**src/rtl/set_assoc_cache_tag_lru_assert.svh**
```systemverilog
// Assertion macros for the cache tag store
`ifndef SET_ASSOC_CACHE_TAG_LRU_ASSERT_SVH
`define SET_ASSOC_CACHE_TAG_LRU_ASSERT_SVH
`ifndef SYNTH
`define SACT_ASSERT_IMP(label, clk, rst_n, ante, cons) \
    label: assert property (@(posedge clk) disable iff (!rst_n) (ante) |-> (cons)) \
        else $error("assertion failed");
`define SACT_ASSERT_NXT(label, clk, rst_n, ante, cons) \
    label: assert property (@(posedge clk) disable iff (!rst_n) (ante) |=> (cons)) \
        else $error("assertion failed");
`else
`define SACT_ASSERT_IMP(label, clk, rst_n, ante, cons)
`define SACT_ASSERT_NXT(label, clk, rst_n, ante, cons)
`endif
`endif

```
**src/rtl/sact_pkg.sv**
```systemverilog
package sact_pkg;
    typedef enum logic [2:0] {
        OP_READ   = 3'd0,
        OP_WRITE  = 3'd1,
        OP_MARK   = 3'd2,
        OP_SNOOP  = 3'd3,
        OP_EVICT  = 3'd4,
        OP_INSERT = 3'd5
    } t_op;

    typedef enum logic [1:0] {
        ST_IDLE,
        ST_READ,
        ST_WRITE
    } t_state;
endpackage

```
**src/rtl/sact_front.sv**
```systemverilog
module sact_front import sact_pkg::*; #(
    parameter int SET_BITS = 6,
    parameter int TAG_BITS = 20,
    parameter int QW       = 3 + 6 + 20
) (
    input  logic          i_clk,
    input  logic          i_rst_n,
    input  logic          i_push,
    output logic          o_full,
    input  logic [2:0]    i_op,
    input  logic [5:0]    i_set_index,
    input  logic [19:0]   i_tag,
    output logic          o_q_valid,
    output logic [QW-1:0] o_q_data,
    input  logic          i_q_take
);
    logic [SET_BITS-1:0] w_set;
    logic [TAG_BITS-1:0] w_tag;
    logic [1:0][QW-1:0]  r_q;
    logic [1:0]          r_cnt;
    logic [1:0]          n_cnt;
    logic                w_push_ok;

    // classify: wrap set index and trim tag
    assign w_set = SET_BITS'(i_set_index);
    assign w_tag = TAG_BITS'(i_tag);
    assign o_full = (r_cnt == 2'd2);
    assign w_push_ok = i_push && !o_full;
    assign o_q_valid = (r_cnt != 2'd0);
    assign o_q_data = r_q[0];

    always_comb begin
        n_cnt = r_cnt + 2'(w_push_ok) - 2'(i_q_take && o_q_valid);
    end

    // two-entry queue toward the back part
    always_ff @(posedge i_clk) begin
        if (!i_rst_n) begin
            r_cnt <= '0;
        end else begin
            r_cnt <= n_cnt;
        end
        if (i_q_take && o_q_valid) begin
            // advance the head; a beat arriving on a single entry lands at the head
            r_q[0] <= (w_push_ok && r_cnt == 2'd1) ? {i_op, w_set, w_tag} : r_q[1];
        end else if (w_push_ok) begin
            r_q[r_cnt[0]] <= {i_op, w_set, w_tag};
        end
    end
endmodule

```
**config.mk**
```make
export PLATFORM = sky130hd
export DESIGN_NAME = sact_front
export DESIGN_NICKNAME = d
export VERILOG_FILES = /design/src/rtl/set_assoc_cache_tag_lru_assert.svh /design/src/rtl/sact_pkg.sv /design/src/rtl/sact_front.sv
export SDC_FILE = /design/constraint.sdc
export NUM_CORES = 1
export LEC_CHECK = 0
export BUFFER_PORTS_ARGS = -buffer_cell sky130_fd_sc_hd__buf_2
export CAP_MARGIN = 0
export CELL_PAD_IN_SITES_DETAIL_PLACEMENT = 2
export CELL_PAD_IN_SITES_GLOBAL_PLACEMENT = 2
export CORE_ASPECT_RATIO = 0.6
export CORE_MARGIN = 4
export CORE_UTILIZATION = 36
export CTS_BUF_LIST = sky130_fd_sc_hd__clkbuf_4 sky130_fd_sc_hd__clkbuf_8 sky130_fd_sc_hd__clkbuf_16
export CTS_CLUSTER_SIZE = 40
export DETAILED_ROUTE_END_ITERATION = 8
export PLACE_DENSITY_LB_ADDON = 0.1
export SYNTH_ARGS = -nofsm -noshare
export SYNTH_HDL_FRONTEND = slang
export SYNTH_SLANG_ARGS = --single-unit
```
**constraint.sdc**
```tcl
create_clock -name i_clk -period 3.9 [get_ports i_clk]
set_input_delay 0.78 -clock i_clk [delete_from_list [all_inputs] [get_ports i_clk]]
set_output_delay 0.78 -clock i_clk [all_outputs]
set_load 0.01 [all_outputs]
```
==> results.py <==
metrics = {
    "cts": {
        "cts_setup_buffers": 0,
        "cts-root-buf": "clkbuf_16",
        "h-tree-depth": 3,
        "hold_buffers": 0,
        "cts_inserted_buffers": 9,
        "clk_pin_slew_ns": 0.05,
        "insertion_delay_ns": 0.32,
        "clock_path_buffers": 2,
        "cts.sinks": 60,
        "cts_resized": 0,
        "cts_tree": "built",
    },
    "floorplan": {
        "start_util_pct": 38.6,
        "dieHeight_um": 72.0,
        "io_pins": 64,
        "core.rowCount": 22,
        "die_w_um": 115,
        "die_area_sq_um": 8250,
        "core_area_sq_um": 6360,
    },
    "detailed_routing": {
        "detail-route-antenna-nets": 0,
        "drt_iter0_markers": 55,
        "routedWlPerCell_um": 19.5,
        "vias": 1339,
        "avgViaCountPerCell": 4.89,
        "drt_pass1_iterations": 4,
        "wl_mm": 5.34,
        "drc": 0,
    },
    "setup_path": {
        "required_ns": 3.84,
        "critPathBufInv": 1,
        "worst_ep_arrival_time_ns": 2.16,
        "cpPeakStageDelay_ns": 0.75,
        "worstSetupPathType": "reg -> reg",
        "startpoint_type": "register",
        "crit_path_end_kind": "register",
        "rr_startpoint": "r_cnt[0]",
        "worstPathMaxFanout": 29,
        "crit_family": "compound AO/OA/AOI/OAI gates",
        "crit_chain": "or2_1 > and2_1 > inv_1 > ha_1 > a21oi_4",
        "critPathSlowestCell": "a21oi_4",
        "crit_start": "r_cnt[0]",
    },
    "grt": {
        "grt_max_degree": 30,
        "globalRoute.totalOverflow": 0,
        "antenna_found_initial": 0,
        "grtUsageTotal_pct": 13.7,
        "grt_pass1_wl_mm": 8.18,
        "grt_pass1_vias": 1461,
    },
    "timing": {
        "final_hold_viol_count": 0,
        "timing.slew.headroom_pct": 25.1,
        "post-route-min-period_ns": 2.22,
        "tns_ns": 0,
        "fmax_mhz": 451,
        "drv_slew": 0,
        "finalSetupViolCount": 0,
        "fin_crit_sh_pct": 56.9,
        "worstMarginPinSlew_ns": 1.12,
        "skew_ns": 0.00641,
        "rsz0062_at_grt": "no",
    },
    "logic_synthesis": {
        "ys_async_sr_fraction_pct": 0,
        "postSynthCellCount": 147,
        "netlist_area_sq_um": 2460,
        "ys_ff_latch": 60,
        "synth.distinct_cells": 18,
        "synth_area_leader_cell": "edfxtp_1",
        "synth-main-ff-cell": "edfxtp_1",
        "synth_fp_nets": 184,
        "synth_edf_count": 58,
        "synth.avg_cell_area_sq_um": 16.7,
        "seq_area_frac_synth_pct": 72.5,
        "synth_warnings": 0,
        "netlist_top_cells_area": "edfxtp_1 71%, a22o_1 10%, buf_4 9.2%",
        "synth_most_common_cell": "edfxtp_1",
        "synth_common_cells": "58 x edfxtp_1, 30 x buf_4, 29 x a22o_1, 5 x inv_1",
        "synth_top_area_share_pct": 70.9,
    },
    "pwr": {
        "p_leak_nw": 1.21,
        "ir_drop_v": 0.000248,
        "power_density_nw_per_um2": 778,
        "power.total_mw": 2.27,
    },
    "finish": {
        "stdcell_area_sq_um": 2910,
        "diodes": 0,
        "final_core_util_pct": 45.8,
        "area_growth_pct": 18.6,
        "fin_nets": 225,
        "drive_gt1_share_pct": 41.6,
    },
    "run": {
        "cap_violations": 0,
    },
    "placed_design": {
        "io_buffers": 63,
        "dpl_cell_area_sq_um": 2650,
        "gp_congestion": 0.730,
        "hpwl_mm": 3.63,
    },
    "worst_hold_path": {
        "hp-class": "reg -> reg",
        "hp-start": "r_q[43]",
    },
    "run_status": {
        "status": "finished clean",
    },
}
-- registers in the layout (all words and copies together), names as in the netlist --
register / cells
o_q_data: 29
r_q: 29
r_cnt: 2
-- layer usage --
metal  wire length, um  global-route usage, %
met1              2390                   16.9
met2              2590                   20.8
met3               333                   6.33
met4                37                   5.93
met5                 0                      0
-- metrics by stage --
stage | std cells | setup slack (ns) | hold slack [ns]
3_3_place_gp | 261 | 1.44 | 0.524
5_1_grt | 274 | 1.50 | 0.563
4_1_cts | 274 | 1.62 | 0.551
3_5_place_dp | 261 | 1.34 | 0.529
2_1_floorplan | 147 | 0.887 | 0.518
6_report | 274 | 1.68 | 0.548
-- report_power, final --
part           leakage (nW)  switching, mW  total, mW  internal, mW
Combinational         0.504          0.333      0.544         0.211
Clock                 0.134          0.246      0.723         0.477
Sequential            0.569         0.0614      0.999         0.937
Total                  1.21          0.640       2.27          1.63
-- cells in the final DEF, fill, tap and decap left out, types with 2 or more instances in the layout --
cell,n
buf_2,63
a22o_1,29
inv_1,5
dfxtp_1,2
buf_4,2
clkbuf_16,9
ha_1,4
edfxtp_1,58
and2_1,4
xnor2_1,2
clkinv_2,2
-- final timing paths --
check	to	slack (ns)	cells past startpoint
min reg2reg	o_q_data[14]	0.55	1
max reg2reg	o_q_data[25]	1.68	5
max	o_q_data[25]	1.68	5
min	o_q_data[14]	0.55	1
-- final cells by class --
class	count	area, sq um
multi-input cells	47	409
inverters	5	18.8
repair buffers	65	330
fillers	620	3440
well taps	84	105
flip-flops and latches	60	1780
clock buffers	9	225
clock inverters	4	43.8
-- cell families after synthesis --
family	Yosys count	share of synthesized area, %
XOR/XNOR	2	0.713
AO/OA/AOI/OAI	33	11.4
AND/OR/NAND/NOR	8	1.94
flip-flops	60	72.5
buffers and inverters	40	11.4
adder cells (fa/ha/maj)	4	2.04
Power figures use the tool's default switching activity.
